--- config.mk ---
export PLATFORM = sky130hd
export DESIGN_NAME = rgbaa_div
export DESIGN_NICKNAME = d
export VERILOG_FILES = /design/src/sv/rgbaa_pkg.sv /design/src/sv/rgbaa_div.sv
export VERILOG_INCLUDE_DIRS = /design/src /design/src/sv
export SDC_FILE = /design/constraint.sdc
export NUM_CORES = 1
export LEC_CHECK = 0
export BUFFER_PORTS_ARGS = -buffer_cell sky130_fd_sc_hd__buf_4
export CAP_MARGIN = 5
export CORE_UTILIZATION = 40
export DETAILED_ROUTE_END_ITERATION = 7
export PLACE_DENSITY = 0.65
export SLEW_MARGIN = 0
export SYNTH_ARGS = -nofsm -noshare
export SYNTH_HDL_FRONTEND = slang
export SYNTH_SLANG_ARGS = --single-unit
--- constraint.sdc ---
create_clock -name clk -period 2.5 [get_ports clk]
set_input_delay 0.5 -clock clk [delete_from_list [all_inputs] [get_ports clk]]
set_output_delay 0.5 -clock clk [all_outputs]
set_load 0.1 [all_outputs]
--- src/sv/rgb_to_ascii_art_tiles_defines.svh ---
// Assertion macros shared by the ASCII art tile converter modules.
// Every macro expects a clock named clk and an active-low reset named rst_n in scope.
`ifndef RGB_TO_ASCII_ART_TILES_DEFINES_SVH
`define RGB_TO_ASCII_ART_TILES_DEFINES_SVH

// The consequent must hold in the same cycle as the antecedent.
`define RGBAA_ASSERT_NOW(label, ante, cons, msg) \
    label: assert property (@(posedge clk) disable iff (!rst_n) (ante) |-> (cons)) \
        else $error(msg);

// The consequent must hold in the cycle after the antecedent.
`define RGBAA_ASSERT_NEXT(label, ante, cons, msg) \
    label: assert property (@(posedge clk) disable iff (!rst_n) (ante) |=> (cons)) \
        else $error(msg);

`endif

--- src/sv/rgbaa_pkg.sv ---
// Shared types and constants of the ASCII art tile converter.
// Used by rgbaa_colmem, rgbaa_div and rgb_to_ascii_art_tiles; no dependencies.
package rgbaa_pkg;

    localparam int SUM_W = 21;
    localparam int CNT_W = 13;
    localparam int LUM_W = 8;
    localparam int GLYPH_W = 7;
    localparam int CFG_DATA_W = 15;
    localparam int CFG_IDX_W = 3;

    localparam logic [GLYPH_W-1:0] NEWLINE = 7'd10;

    // Dark to light, first glyph in the top byte.
    localparam logic [559:0] GLYPH_RAMP =
        "$@B%8&WM#*oahkbdpqwmZO0QLCJUYXzcvunxrjft/\\|()1{}[]?-_+~<>i!lI;:,\"^`'. ";

    typedef enum logic [2:0] {
        CFG_IMAGE_WIDTH  = 3'd0,
        CFG_IMAGE_HEIGHT = 3'd1,
        CFG_OUT_COLUMNS  = 3'd2,
        CFG_HORIZ_SCALE  = 3'd3,
        CFG_VERT_SCALE   = 3'd4
    } cfg_index_t;

    typedef enum logic [2:0] {
        S_IDLE,
        S_UPDATE,
        S_DIV,
        S_EMIT_GLYPH,
        S_EMIT_NEWLINE
    } state_t;

    typedef struct packed {
        logic [SUM_W-1:0] sum;
        logic [CNT_W-1:0] count;
    } acc_t;

    typedef struct packed {
        logic rd_en;
        logic rd_fresh;   // read returns zero: the column store is cleared at this edge
        logic clear_all;
        logic wr_en;
        logic wr_valid;
    } mem_ctrl_t;

endpackage

--- src/sv/rgbaa_div.sv ---
// Restoring divider for the tile average, one quotient bit per cycle.
// Depends on rgbaa_pkg and rgb_to_ascii_art_tiles_defines.svh.
`include "rgb_to_ascii_art_tiles_defines.svh"

module rgbaa_div (
    input  logic                        clk,
    input  logic                        rst_n,
    input  logic                        start,
    input  logic [rgbaa_pkg::SUM_W-1:0] dividend,
    input  logic [rgbaa_pkg::CNT_W-1:0] divisor,
    output logic                        busy,
    output logic                        done,
    output logic [rgbaa_pkg::SUM_W-1:0] quotient
);

    localparam int QW = rgbaa_pkg::SUM_W;
    localparam int RW = rgbaa_pkg::CNT_W + 1;
    localparam int NW = $clog2(QW + 1);

    logic [QW-1:0] quot_reg, quot_next;
    logic [RW-1:0] rem_reg, rem_next;
    logic [rgbaa_pkg::CNT_W-1:0] div_reg;
    logic [NW-1:0] cnt_reg, cnt_next;
    logic          busy_reg, busy_next;
    logic          done_reg, done_next;
    logic [RW-1:0] shifted;

    always_comb
    begin
        shifted   = {rem_reg[RW-2:0], quot_reg[QW-1]};
        quot_next = {quot_reg[QW-2:0], 1'b0};
        rem_next  = shifted;
        cnt_next  = cnt_reg;
        busy_next = busy_reg;
        done_next = 1'b0;
        if (busy_reg)
        begin
            if (shifted >= {1'b0, div_reg})
            begin
                rem_next     = shifted - {1'b0, div_reg};
                quot_next[0] = 1'b1;
            end
            cnt_next = cnt_reg - 1'b1;
            if (cnt_reg == NW'(1))
            begin
                busy_next = 1'b0;
                done_next = 1'b1;
            end
        end
    end

    always_ff @(posedge clk or negedge rst_n)
    begin
        if (!rst_n)
        begin
            busy_reg <= 1'b0;
            done_reg <= 1'b0;
            cnt_reg  <= '0;
        end
        else if (start)
        begin
            busy_reg <= 1'b1;
            done_reg <= 1'b0;
            cnt_reg  <= NW'(QW);
        end
        else
        begin
            busy_reg <= busy_next;
            done_reg <= done_next;
            cnt_reg  <= cnt_next;
        end
    end

    always_ff @(posedge clk)
    begin
        if (start)
        begin
            quot_reg <= dividend;
            rem_reg  <= '0;
            div_reg  <= divisor;
        end
        else if (busy_reg)
        begin
            quot_reg <= quot_next;
            rem_reg  <= rem_next;
        end
    end

    assign busy     = busy_reg;
    assign done     = done_reg;
    assign quotient = quot_reg;

    `RGBAA_ASSERT_NOW(a_no_restart, start, !busy_reg, "divider restarted while busy")
    `RGBAA_ASSERT_NEXT(a_done_ends_busy, busy_reg && cnt_reg == NW'(1), done_reg && !busy_reg,
        "divider did not finish on its last step")
    `RGBAA_ASSERT_NOW(a_nonzero_divisor, start, divisor != '0, "division by zero count")

endmodule

-- Yosys cells after proc, flatten, opt, wreduce, memory -nomap -nowiden
Index checks and enable logic that the tools add are counted.
- $add $sub $neg: 2
- multiply operators: 0
- div/mod/pow operators: 0
- $lt $le $gt $ge: 1
- equal/unequal tests: 1
- shift-type cells: 0
- muxes and demuxes: 12
- bitwise operators: 0
- reduce and logical (&&, ||, !) cells: 1
- operators with widths (kind ; number):
    two-way mux 21 bit ; 2
    >= comparator 14 x 13 -> 1 bit ; 1
    two-way mux 13 bit ; 1
    subtractor 13 bit ; 1
    two-way mux 5 bit ; 2
    two-way mux 1 bit ; 7
    == test 5 x 1 -> 1 bit (second input constant) ; 1
    subtractor 5 x 1 -> 5 bit (second input constant) ; 1
    nonzero test 2 bit ; 1
- bits in registers: 54
- bits in latches: 0
- RAM bits: 0
- memory bits (read-only): 0
- input bits: 37
- output and inout port bits: 23
- memories kept: 0

-- Longest topological paths before layout
- word-level depth: 4
- mapped depth: 11
- mapped depth without buffers: 10

-- Worst setup path before layout
OpenSTA, ideal clock, no wires.
- kind: register -> register
- from: register quot_reg[20] (netlist: quotient[20])
- to: register quot_reg[0] (netlist: quotient[0]), data pin
- library setup time: 260 ps
- data arrival time: 2691 ps
- required time: 2240 ps
- path slack: -451 ps
- stages on the path, launching flop included: 11
- clock period less this slack: 2951 ps
- path through: edfxtp_1 > inv_1 > ha_1 > inv_1 > fa_1 > a21oi_2 > o2111ai_2 > o211ai_2 > nand3_1 > buf_6 > mux2_2
- word-level cells in the longest chain between the ends: 4
- ends and longest elaborated chain (what ; line ; text):
    start, declared ; rgbaa_div.sv:20 ; logic [QW-1:0] quot_reg, quot_next;
    start signal, assigned ; rgbaa_div.sv:78 ; quot_reg <= dividend;
    start signal, assigned ; rgbaa_div.sv:84 ; quot_reg <= quot_next;
    >= comparator 14 x 13 -> 1 bit ; rgbaa_div.sv:38 ; if (shifted >= {1'b0, div_reg})
    two-way mux 1 bit ; rgbaa_div.sv:38 ;
    two-way mux 21 bit ; rgbaa_div.sv:82 ; else if (busy_reg)
    two-way mux 21 bit ; rgbaa_div.sv:76 ; if (start)
Every way passes these cells. The select of a mux whose other input is x is not followed.
A chain may end at the register's enable or synchronous reset.

-- Worst setup path after layout
Ends and elaborated chain as after synthesis.

==> summary.md <==
| Metric | Value |
|---|---|
| I/O Buffers | 59 |
| Via count | 2122 |
| Period utilization | 96.7% |
| Initial drt markers | 105 |
| Final non-filler cell total | 424 |
| CTS Sinks | 54 |
| Post-Syn Area | 2860 um^2 |
| Top Ports | 60 |
| Fmax | 0.414 GHz |
| Crit path time final | 2.42 ns |
| Core Region | 6830 um^2 |
| Rel. slew slack | 66.9% |
| CTS H-tree depth | 2 |
| # placed instances | 411 |
| Reg2reg start | quotient[20]$_DFFE_PP_ |
| Synth Warn # | 0 |
| Number of synthesized register bits | 54 |
| Most frequent cells in the layout | 68 x buf_4, 34 x edfxtp_1, 30 x nand2_1 |
| DR WL/cell | 14.0 um |
| Commonest non-fill, non-tap cell in the layout | buf_4 |
| CTS tree | done |
| Critical Path Sink Type | register |
| Via density | 5.00 |
| Mean Syn Cell Area | 11.0 um^2 |
| Peak VDD IR | 0.374 mV |
| Vias in the first global route | 2011 |
| FP Rows | 30 |
| Largest net degree at the start of global routing | 32 |
| Slew Viols, Final | 0 |
| GP Congestion | 0.789 |
| Worst-path clk slew | 0.11 ns |
| CP Max Fanout | 9 |
| FF-to-FF path depth | 9 |
| Tot GR Track Use | 16.1% |
| Ant. Diodes | 0 |
| Chip Height | 86.5 um |
| Post-synth top flop | edfxtp_1 |
| Setup CP Type | reg2reg |
| CP Data Arrival Time | 2.49 ns |
| Layout Skew | 0.0134 ns |
| First-pass GRT wire length | 9.39 mm |
| Flip-flop count of the largest register after layout | 21 |
| Share of layout cells above drive strength 1 | 36.0% |
| Final setup violation count | 0 |
| Initial Util | 41.8% |
| Min-delay src | divisor[3] |
| WP data required | 2.57 ns |
| Area Growth Syn to Fin | 27.8% |
| Static leakage | 1.56 nW |
| Worst slew pin tran | 0.496 ns |
| Setup ws final | 0.0827 ns |
| Fraction of registers with async set/reset | 13.0% |
| Grt total ovfl | 0 |
| DR DRC count | 0 |
| Post-synth top area share | 35.7% |
| Die area | 7490 um^2 |
| Worst Hold Depth | 1 |
| Status | finished, final reports clean |
| CTS Root Cell | clkbuf_8 |
| Dominant cell type by area after synthesis | edfxtp_1 |
| TritonCTS Buffers | 5 |
| Max Cap Violations | 0 |
| Fin. Hold Viols | 0 |
| Die W | 86.5 um |
| Post-synthesis sequential area ratio | 51.0% |
| Routed Antenna Nets | 0 |
| Filler Cell Count | 660 |
| Number of synthesized flops with an enable pin | 34 |
| Critical Path Start | quotient[20]$_DFFE_PP_ |
| Fin nets | 380 |
| Top post-synthesis cells by area | edfxtp_1 36%, dfxtp_1 9.1%, mux2_2 8.3%, ha_1 6.6%, dfrtp_1 6.1% |
| Post-synthesis cell type count | 44 |
| First-pass iteration count of the detailed router | 4 |
| Initial antenna violation count | 0 |
| PD cells | 941 nW/um^2 |
| Hpwl dp | 4.19 mm |
| Total Wirelength | 5.93 mm |
| Worst setup SP type | register |
| Worst skew pair latency | 0.32 ns |
| Clock Tree Buf Depth | 2 |
| DP Worst Slack | 0.00876 ns |
| Mapped Cells | 259 |
| Tightest Hold Check Type | in2reg |
| Synth Net Count | 312 |
## through the flow
| step | utilization, % | total power, mW | area (um^2) | hold WS, ns | setup TNS (ns) |
|---|---|---|---|---|---|
| 3_5_place_dp | 50.1 | 2.76 | 3420 | 0.318 | 0 |
| 4_1_cts | 51.8 | 3.30 | 3540 | 0.352 | 0 |
| 2_1_floorplan | - | 2.46 | 2870 | 0.204 | -3.11 |
| 3_3_place_gp | 50.1 | 2.75 | 3420 | 0.316 | 0 |
| 6_report | 53.5 | 3.44 | 3650 | 0.355 | 0 |
| 5_1_grt | 53.5 | 3.63 | 3650 | 0.336 | -0.211 |
## final cells by class
class                           instances  area [um^2]  area share [%]
Tap cell                               96          120            3.29
Sequential cell                        54         1460            39.9
Clock inverter                          2         16.3           0.445
Clock buffer                            6         82.6            2.26
Multi-Input combinational cell        175         1380            37.6
Timing Repair Buffer                   69          520            14.2
Inverter                               22         82.6            2.26
## critical path, stage by stage, from the launching register on
cell       delay [ns]
edfxtp_1         0.42
inv_1            0.08
ha_2             0.17
inv_1            0.05
fa_2             0.37
a21oi_4          0.19
o2111ai_4        0.17
o211ai_4         0.27
nand3_4          0.16
mux2_4           0.30
## report_power, final
part	leakage, nW	total, mW	switching (mW)	internal [mW]
sequential	0.536	1.23	0.118	1.11
combinational	0.975	1.67	1.01	0.653
clock	0.0478	0.538	0.309	0.229
## kinds of logic (layout without fill, tap and decap cells)
| group | count (synthesis) | count (layout) | share of synthesized area (%) |
|---|---|---|---|
| compound gates | 43 | 43 | 11.3 |
| simple gates | 78 | 79 | 12.6 |
| flops | 54 | 54 | 51.0 |
| buf+inv | 31 | 99 | 4.60 |
| xor+xnor | 13 | 13 | 3.98 |
| fa+ha+maj | 16 | 16 | 7.27 |
| mux | 24 | 24 | 9.33 |
## repair_timing
| item | in CTS | in global routing |
|---|---|---|
| hold buffers | 1 | 0 |
| hold endpoints to repair | 7 | 0 |
| pin swaps | 0 | 3 |
| gates cloned | 0 | 1 |
| setup buffers | 0 | 3 |
| endpoints found under the setup margin | 1 | 14 |
| resized for setup | 1 | 14 |
## Yosys cell counts (3+ instances only)
cell,count
mux2i_1,3
edfxtp_1,34
o21ai_0,7
inv_1,21
xor2_1,4
a211oi_1,4
nor2_1,19
a21oi_1,9
nand2b_1,4
ha_1,15
dfrtp_1,7
clkbuf_1,4
nor3_1,4
a311oi_1,9
xnor2_1,9
mux2_2,21
nand2_1,31
dfxtp_1,13
buf_1,3
nand3_1,8
## layer usage
layer  global-route usage [%]  wire length, um  share of wire [%]  vias to the layer above
met5                        0                0                  0                        -
met4                     5.00               95                1.6                        0
met3                     2.57              190                3.2                        8
met2                     25.8             2880                 49                       43
met1                     22.6             2760                 47                      996
li1                         -                -                  -                     1075
## final timing paths
| check | slack (ns) | end |
|---|---|---|
| min reg2reg | 0.52 | rem_reg[11]$_SDFFE_PP0P_ |
| max in group asynchronous | 1.85 | cnt_reg[4]$_DFFE_PN0P_ |
| min in group asynchronous | 0.52 | cnt_reg[2]$_DFFE_PN0P_ |
| max | 0.08 | quotient[0]$_DFFE_PP_ |
| min | 0.35 | div_reg[3]$_DFFE_PP_ |
| max reg2reg | 0.08 | quotient[0]$_DFFE_PP_ |
(Power assumes the default switching activity.)
